[config.mk]
export PLATFORM = sky130hd
export DESIGN_NAME = lea_ctrl
export DESIGN_NICKNAME = d
export VERILOG_FILES = /design/src/hw/rtl/lea_pkg.sv /design/src/hw/rtl/lea_ctrl.sv
export SDC_FILE = /design/constraint.sdc
export NUM_CORES = 1
export LEC_CHECK = 0
export ABC_AREA = 1
export ABC_CLOCK_PERIOD_IN_PS = 2140
export BUFFER_PORTS_ARGS = -buffer_cell sky130_fd_sc_hd__buf_2
export CAP_MARGIN = 0
export CORE_MARGIN = 5
export CORE_UTILIZATION = 35
export CTS_BUF_LIST = sky130_fd_sc_hd__clkbuf_8
export DETAILED_ROUTE_END_ITERATION = 16
export PLACE_DENSITY_LB_ADDON = 0.1
export SETUP_SLACK_MARGIN = 0.05
export SLEW_MARGIN = 40
export SYNTH_ARGS = -nofsm -noshare
export SYNTH_HDL_FRONTEND = slang
export SYNTH_SLANG_ARGS = --single-unit
[constraint.sdc]
create_clock -name clk -period 2.14 [get_ports clk]
set_input_delay 0.428 -clock clk [delete_from_list [all_inputs] [get_ports clk]]
set_output_delay 0.428 -clock clk [all_outputs]
set_load 0.05 [all_outputs]
[src/hw/rtl/lea_pkg.sv]
// Package: shared constants and control types for the LEA block cipher core.
`timescale 1ns / 1ps
`default_nettype none

package lea_pkg;

    localparam int MAX_ROUNDS_DEF  = 32;
    localparam int WORDS_PER_ROUND = 6;
    localparam int WORD_W          = 32;
    localparam int FUNC_W          = 2;
    localparam int INDEX_W         = 8;
    localparam int KEY_SIZE_W      = 2;
    localparam int BANK_W          = 3;

    // round count = BASE_ROUNDS + ROUND_STEP * key size code
    localparam int BASE_ROUNDS = 24;
    localparam int ROUND_STEP  = 4;

    // index / 6 == (index * DIV6_MUL) >> DIV6_SHIFT for any 8-bit index
    localparam int DIV6_MUL   = 171;
    localparam int DIV6_SHIFT = 10;

    localparam logic [FUNC_W-1:0] FUNC_LOAD    = 2'd0;
    localparam logic [FUNC_W-1:0] FUNC_ENCRYPT = 2'd1;
    localparam logic [FUNC_W-1:0] FUNC_DECRYPT = 2'd2;

    localparam logic [KEY_SIZE_W-1:0] KEY_SIZE_128 = 2'd0;
    localparam logic [KEY_SIZE_W-1:0] KEY_SIZE_192 = 2'd1;
    localparam logic [KEY_SIZE_W-1:0] KEY_SIZE_256 = 2'd2;

    typedef struct packed {
        logic key_wr;      // store one key word from the request payload
        logic load_block;  // capture the input block into the state
        logic rd_en;       // read one round key row
        logic round_en;    // apply one round to the state
        logic decrypt;     // round direction
        logic out_load;    // move the state into the result register
    } lea_cmd_t;

    typedef struct packed {
        logic out_free;    // result register can take a new block this cycle
    } lea_status_t;

endpackage

`default_nettype wire

[src/hw/rtl/lea_ctrl.sv]
// Controller: key size register, round sequencing and key row addressing.
`timescale 1ns / 1ps
`default_nettype none

module lea_ctrl #(
    parameter int MAX_ROUNDS = lea_pkg::MAX_ROUNDS_DEF,
    parameter int RW         = $clog2(MAX_ROUNDS),
    parameter int CW         = $clog2(MAX_ROUNDS + 1)
) (
    input  wire logic                              clk,
    input  wire logic                              rst_n,
    input  wire logic                              cfg_we,
    input  wire logic [lea_pkg::KEY_SIZE_W-1:0]    cfg_wdata,
    input  wire logic                              req_valid,
    output logic                                   req_ready,
    input  wire logic [lea_pkg::FUNC_W-1:0]        req_func,
    input  wire lea_pkg::lea_status_t              status,
    output lea_pkg::lea_cmd_t                      cmd,
    output logic [RW-1:0]                          rd_row
);

    localparam logic [1:0] ST_IDLE   = 2'd0;
    localparam logic [1:0] ST_RUN    = 2'd1;
    localparam logic [1:0] ST_FINISH = 2'd2;

    logic [1:0]                       state_reg, state_next;
    logic [CW-1:0]                    left_reg, left_next;
    logic [RW-1:0]                    row_reg, row_next;
    logic                             dec_reg, dec_next;
    logic [lea_pkg::KEY_SIZE_W-1:0]   key_size_reg;
    logic [lea_pkg::KEY_SIZE_W-1:0]   ks_eff;
    logic [CW-1:0]                    rounds;
    int                               rounds_int;

    always_ff @(posedge clk or negedge rst_n)
    begin
        if (!rst_n)
        begin
            key_size_reg <= lea_pkg::KEY_SIZE_128;
        end
        else if (cfg_we)
        begin
            key_size_reg <= cfg_wdata;
        end
    end

    always_comb
    begin
        ks_eff = (key_size_reg > lea_pkg::KEY_SIZE_256) ? lea_pkg::KEY_SIZE_256 : key_size_reg;
        rounds_int = lea_pkg::BASE_ROUNDS + lea_pkg::ROUND_STEP * int'(ks_eff);
        if (rounds_int > MAX_ROUNDS)
        begin
            rounds_int = MAX_ROUNDS;
        end
        rounds = CW'(rounds_int);
    end

    always_comb
    begin
        state_next = state_reg;
        left_next  = left_reg;
        row_next   = row_reg;
        dec_next   = dec_reg;
        cmd        = '0;
        cmd.decrypt = dec_reg;
        req_ready  = 1'b0;
        unique case (state_reg)
            ST_IDLE:
            begin
                req_ready = 1'b1;
                if (req_valid)
                begin
                    unique case (req_func)
                        lea_pkg::FUNC_LOAD:
                        begin
                            cmd.key_wr = 1'b1;
                        end
                        lea_pkg::FUNC_ENCRYPT, lea_pkg::FUNC_DECRYPT:
                        begin
                            cmd.load_block = 1'b1;
                            cmd.rd_en      = 1'b1;
                            dec_next       = (req_func == lea_pkg::FUNC_DECRYPT);
                            row_next       = dec_next ? RW'(rounds - CW'(1)) : '0;
                            left_next      = rounds;
                            state_next     = ST_RUN;
                        end
                        default:
                        begin
                        end
                    endcase
                end
            end
            ST_RUN:
            begin
                cmd.round_en = 1'b1;
                left_next    = left_reg - CW'(1);
                if (left_reg != CW'(1))
                begin
                    cmd.rd_en = 1'b1;
                    row_next  = dec_reg ? row_reg - RW'(1) : row_reg + RW'(1);
                end
                else
                begin
                    state_next = ST_FINISH;
                end
            end
            ST_FINISH:
            begin
                if (status.out_free)
                begin
                    cmd.out_load = 1'b1;
                    state_next   = ST_IDLE;
                end
            end
            default:
            begin
                state_next = ST_IDLE;
            end
        endcase
        rd_row = row_next;
    end

    always_ff @(posedge clk or negedge rst_n)
    begin
        if (!rst_n)
        begin
            state_reg <= ST_IDLE;
            left_reg  <= '0;
            row_reg   <= '0;
            dec_reg   <= 1'b0;
        end
        else
        begin
            state_reg <= state_next;
            left_reg  <= left_next;
            row_reg   <= row_next;
            dec_reg   <= dec_next;
        end
    end

endmodule

`default_nettype wire

==> results.json, run 1 <==
{
  "drc": 0,
  "syn_avg_cell_area_um2": 7.782,
  "via_count": 984,
  "route.detailed.vias_per_inst": 4.556,
  "yosysWarnings": 0,
  "die_h_um": 65.99,
  "maxSlewHeadroom_pct": 74.72,
  "startpoint_type": "flip-flop",
  "grt_pass1_wl_um": 4112,
  "rsz0062_at_grt": "true",
  "final_layout_size_suffix_gt1_share_pct": 40.12,
  "clock_skew_ps": 2.062,
  "crit_buf_inv": 1,
  "grt_max_degree": 17,
  "tightest_slew_ps": 379.2,
  "slew_viol_final": 0,
  "tns_ps": 0,
  "setup_violations": 0,
  "wl_per_cell_um": 11.66,
  "numCtsBuffers": 3,
  "seq_area_um2": 401.6,
  "clkLatencyLatePin_ps": 240,
  "critPathTopFamily": "simple AND/OR/NAND/NOR gates",
  "synth_mux_area_share_pct": 0,
  "area_growth_pct": 39.11,
  "cp.arrival_ps": 1670,
  "gp_routability_congestion": 0.7912,
  "die_area_um2": 4355,
  "grt_busiest_layer": "met2",
  "grt_use_total_pct": 12.26,
  "routed_wl_um": 2519,
  "hpwlAfterDp_um": 1893,
  "synth_fa_ha_area_share_pct": 9.806,
  "nets": 191,
  "path_cells": "ha_4 -> or2_4 -> nand2_1 -> nand2_1 -> nand3_1 -> nand3_2 -> buf_8",
  "insertedDiodeCount": 0,
  "r2r_slack_ps": 640,
  "ant_nets": 0,
  "grt_util_met2_pct": 20.90,
  "cts-root-buf": "clkbuf_8",
  "synth_top_family_by_area": "simple AND/OR/NAND/NOR gates",
  "synth_simple_gate_area_share_pct": 34.78,
  "use_met3_pct": 3.912,
  "clkTransAtPathRegs_ps": 60,
  "grt_use_met1_pct": 14.92,
  "ys_seq_area_share_pct": 36.49,
  "slowest_delay_ps": 470,
  "cts_sinks": 16,
  "period_share_pct": 97.88,
  "fin_crit_ps": 2095,
  "cp_common_cell": "nand2_1",
  "drtIter0Drc": 15,
  "ios": 21,
  "core_area_um2": 3028,
  "crit_path_top_delay_cell": "dfrtp_2",
  "multi_input_area_um2": 719.4,
  "final_util_pct": 50.41,
  "clk_path_buf_depth": 2,
  "synth.distinct_cells": 29,
  "synth-compound-area-share_pct": 8.210,
  "synth_seq_cells": 16,
  "syn_nets": 158,
  "dpl.cell_count": 209,
  "synth_xor_area_share_pct": 1.596,
  "critPathMaxFanout": 5,
  "hold_class": "input pin to async pin",
  "synthCells": 141,
  "required_ps": 1710,
  "h-tree-depth": 1,
  "end_kind": "output port",
  "num_rows": 20,
  "io_buffers": 20,
  "overflow": 0,
  "fmax_mhz": 477.4,
  "antenna_found_initial": 0,
  "final_common_cell": "nand2_1",
  "hold_viol_final": 0,
  "crit_type": "flip-flop to output port",
  "fp.dieW_um": 65.99,
  "dr.pass1.iters": 6,
  "first_global_vias": 979,
  "final_cells": 216,
  "final.fill_count": 275,
  "initial_core_util_pct": 36.24,
  "status": "completed",
  "cap_violations": 0,
  "syn_area_um2": 1097,
  "layout_common_cells": "nand2_1 (32), inv_1 (20), dfrtp_1 (15)",
  "cts_tree": "yes",
  "largest_reg_flops": 6
}
stage by stage:
stage	instance area, µm²	setup WS [ps]	hold slack (ps)
2_1_floorplan	1097	83.50	132.4
3_3_place_gp	1282	71.64	372.7
3_5_place_dp	1282	35.74	376.6
4_1_cts	1408	29.02	105.0
5_1_grt	1526	-45.15	116.9
6_report	1526	45.45	92.79
worst reg2reg max path: cells and delay by family (launching register included):
family | cells | cell delay, ps
DFF | 1 | 470
buffers and inverters | 1 | 140
adders and majority gates | 1 | 260
and+or+nand+nor | 5 | 520
worst paths after layout:
path | startpoint | to | depth (start not counted)
hold reg to reg | key_size_reg[0] | key_size_reg[0] | 2
hold / removal | rst_n | left_reg[5] | 1
setup reg to reg | dec_reg | row_reg[4] | 7
min in group clk | status | state_reg[1] | 2
setup / recovery | dec_reg | rd_row[4] | 7
max in group asynchronous | rst_n | dec_reg | 1
per-layer routing:
metal / vias to the layer above / share of wire (%) / wire length (µm)
met5: - / 0 / 0
met4: 0 / 0.75 / 19
met3: 2 / 4.7 / 119
met2: 20 / 49 / 1225
met1: 454 / 46 / 1156
li1: 508 / - / -
cell families (layout without fill, tap and decap cells):
| family | after synthesis | count (layout) |
|---|---|---|
| XOR/XNOR | 2 | 2 |
| buffers and inverters | 25 | 56 |
| AO/OA/AOI/OAI | 15 | 15 |
| AND/OR/NAND/NOR | 75 | 75 |
| adder cells (fa/ha/maj) | 8 | 8 |
| flip-flops | 16 | 16 |
cell usage after synthesis:
cell      instances  area, µm²
o31ai_1           1      7.510
fa_1              1      20.02
xnor2_1           1      8.760
and3_1            1      6.260
or2_2             2      12.51
o22ai_1           1      6.260
nand3b_1          1      7.510
nand2_2           1      6.260
nand3_4           1      17.52
dfrtp_1          16      400.4
nand4_2           1      12.51
inv_1            21      78.83
inv_4             1      6.260
and3_2            1      7.510
nor2_1            8      30.03
or2_1             1      6.260
a21oi_4           1      16.27
o21ai_1           3      15.01
nor2_4            3      33.78
o21ai_0           6      30.03
nor2_8            1      20.02
ha_1              7      87.58
a21oi_1           3      15.01
nand3_1          13      65.06
xor2_1            1      8.760
buf_4             1      7.510
nand2_1          40      150.1
inv_2             2      7.510
nand4_1           1      6.260
layout make-up:
cell class,count,area share [%]
clock buffer,3,2.705
sequential,16,26.31
tap,44,3.607
timing repair buffer,29,14.18
multi-input combinational,100,47.13
inverter,24,6.066
timing repair:
action	CTS	global route
setup endpoints to repair	5	6
setup buffers	2	2
hold buffers	0	0
pin swaps	4	3
gates resized for setup	17	27
Power of run 1 is left out: the tool's default activity adds up to more than one toggle a clock period on the data nets, which glitch-free logic cannot reach.
==> run 2, diff against run 1 <==
--- a/config.mk
+++ b/config.mk
@@ -6,7 +6,6 @@
 export NUM_CORES = 1
 export LEC_CHECK = 0
 export ABC_AREA = 1
-export ABC_CLOCK_PERIOD_IN_PS = 2140
 export BUFFER_PORTS_ARGS = -buffer_cell sky130_fd_sc_hd__buf_2
 export CAP_MARGIN = 0
 export CORE_MARGIN = 5
@@ -14,6 +13,7 @@
 export CTS_BUF_LIST = sky130_fd_sc_hd__clkbuf_8
 export DETAILED_ROUTE_END_ITERATION = 16
 export PLACE_DENSITY_LB_ADDON = 0.1
+export RECOVER_POWER = 25
 export SETUP_SLACK_MARGIN = 0.05
 export SLEW_MARGIN = 40
 export SYNTH_ARGS = -nofsm -noshare
==> constraint.sdc (replaced) <==
create_clock -name clk -period 2.1 [get_ports clk]
set_input_delay 0.42 -clock clk [delete_from_list [all_inputs] [get_ports clk]]
set_output_delay 0.42 -clock clk [all_outputs]
set_load 0.05 [all_outputs]
==> run 2 against run 1 <==
Effect of this change:
- the run now ends with negative setup slack left
- highest routed layer unchanged
- via count decreased by 0.30%
- worst setup slack got worse by 86 ps
- die area did not move
- first-iteration DRC count is 33% higher
- routed wire length decreased by 0.83%
- register-to-register slack better by 30 ps
- critical path type unchanged
- cell count up 0.93%
==> results.json, run 2 (synthesized netlist as in run 1, its figures left out) <==
{
  "route.detailed.vias_per_inst": 4.500,
  "fmax_mhz": 467.1,
  "insertedDiodeCount": 0,
  "first_global_vias": 927,
  "grt_pass1_wl_um": 4050,
  "cts_sinks": 16,
  "final_layout_size_suffix_gt1_share_pct": 41.38,
  "gp_routability_congestion": 0.7887,
  "setup_violations": 1,
  "required_ps": 1680,
  "layout_common_cells": "nand2_1 (29), inv_1 (18), dfrtp_1 (15)",
  "clkTransAtPathRegs_ps": 70,
  "die_h_um": 65.99,
  "nets": 192,
  "maxSlewHeadroom_pct": 41.12,
  "routed_wl_um": 2498,
  "tns_ps": -40.97,
  "antenna_found_initial": 0,
  "clkLatencyLatePin_ps": 250,
  "cts-root-buf": "clkbuf_8",
  "clock_skew_ps": 6.070,
  "fin_crit_ps": 2141,
  "core_area_um2": 3028,
  "hold_slack_ps": 260.8,
  "place_area_um2": 1290,
  "rr_worst_depth": 7,
  "postLayoutCellArea_um2": 1535,
  "cp.arrival_ps": 1720,
  "layout_setup_ws_ps": -40.97,
  "cap_violations": 0,
  "ios": 21,
  "clk_path_buf_depth": 2,
  "ant_nets": 0,
  "largest_reg_flops": 6,
  "rsz0062_at_grt": "true",
  "failed_checks": "negative setup slack",
  "startpoint_type": "flip-flop",
  "hold_viol_final": 0,
  "crit_type": "flip-flop to output port",
  "tightest_slew_ps": 883.2,
  "end_kind": "output port",
  "hold_class": "input pin to async pin",
  "drtIter0Drc": 20,
  "status": "finished with violations",
  "r2r_slack_ps": 670,
  "critPathMaxFanout": 5,
  "r2r-start": "dec_reg",
  "final_common_cell": "nand2_1",
  "overflow": 0,
  "wl_per_cell_um": 11.46,
  "rr_endpoint": "row_reg[4]",
  "initial_core_util_pct": 36.24,
  "dr.pass1.iters": 4,
  "cts_tree": "yes",
  "fp.dieW_um": 65.99,
  "numCtsBuffers": 3,
  "grt_max_degree": 17,
  "io_buffers": 20,
  "die_area_um2": 4355,
  "h-tree-depth": 1,
  "hpwlAfterDp_um": 1882,
  "cts_hold_buffers": 0,
  "grt_use_total_pct": 12.09,
  "period_share_pct": 102.0,
  "num_rows": 20,
  "cp-startpoint": "dec_reg",
  "area_growth_pct": 39.91,
  "via_count": 981,
  "slew_viol_final": 0,
  "drc": 0
}
[run 2: changes by cell type in the layout (fill, tap and decap cells not counted), moves of 2 or more]
| cell | delta |
|---|---|
| inv_2 | +2 |
| nand2_1 | -3 |
| buf_6 | +3 |
| nand2_2 | +3 |
| nand3_2 | -2 |
| nand3_1 | +2 |
| inv_1 | -2 |
[run 2: worst max-delay path, stage by stage, from the launching register on]
cell and delay (ps):
dfrtp_2 480, fa_2 430, nand2_2 80, nand2_2 50, nand2_2 60, nand2_2 50, nand3_2 60, nand3_2 90
buf_8 160
[run 2: worst max path at each step]
stage,slack (ps),endpoint,cells past startpoint
3_3_place_gp,50,rd_row[2],9
4_1_cts,-10,rd_row[4],7
3_5_place_dp,20,rd_row[2],9
6_report,-40,rd_row[4],8
5_1_grt,-130,rd_row[4],8
2_1_floorplan,60,rd_row[0],7
[run 2: cell type report]
class                      instances  area (µm²)
tap                               44       55.05
inverter                          24       92.59
sequential                        16       401.6
clock buffer                       4       55.05
timing repair buffer              30       226.5
multi-input combinational        100       704.4
fill                             293        1493
[run 2: through the flow]
stage | utilization (%) | setup WS, ps | std cells
final | 50.70 | -40.97 | 218
after global routing | 50.70 | -130.3 | 218
after floorplan | - | 59.50 | 141
after CTS | 47.64 | -9.598 | 216
after global placement | 42.60 | 46.18 | 210
after detailed placement | 42.60 | 17.21 | 210
[run 2: repair_timing]
action                     4_1_cts  5_1_grt
gates resized for setup         21       24
pin swaps                        5       15
setup buffers                    2        2
setup endpoints to repair        5        6
[run 2: metal layers]
metal	part of all wire (%)	global-route usage [%]	vias up
met5	0	0	-
met4	0.44	3.046	0
met3	3.9	3.741	2
met2	48	19.65	14
met1	48	15.55	453
li1	-	-	512
Power of run 2 is left out for the same reason.
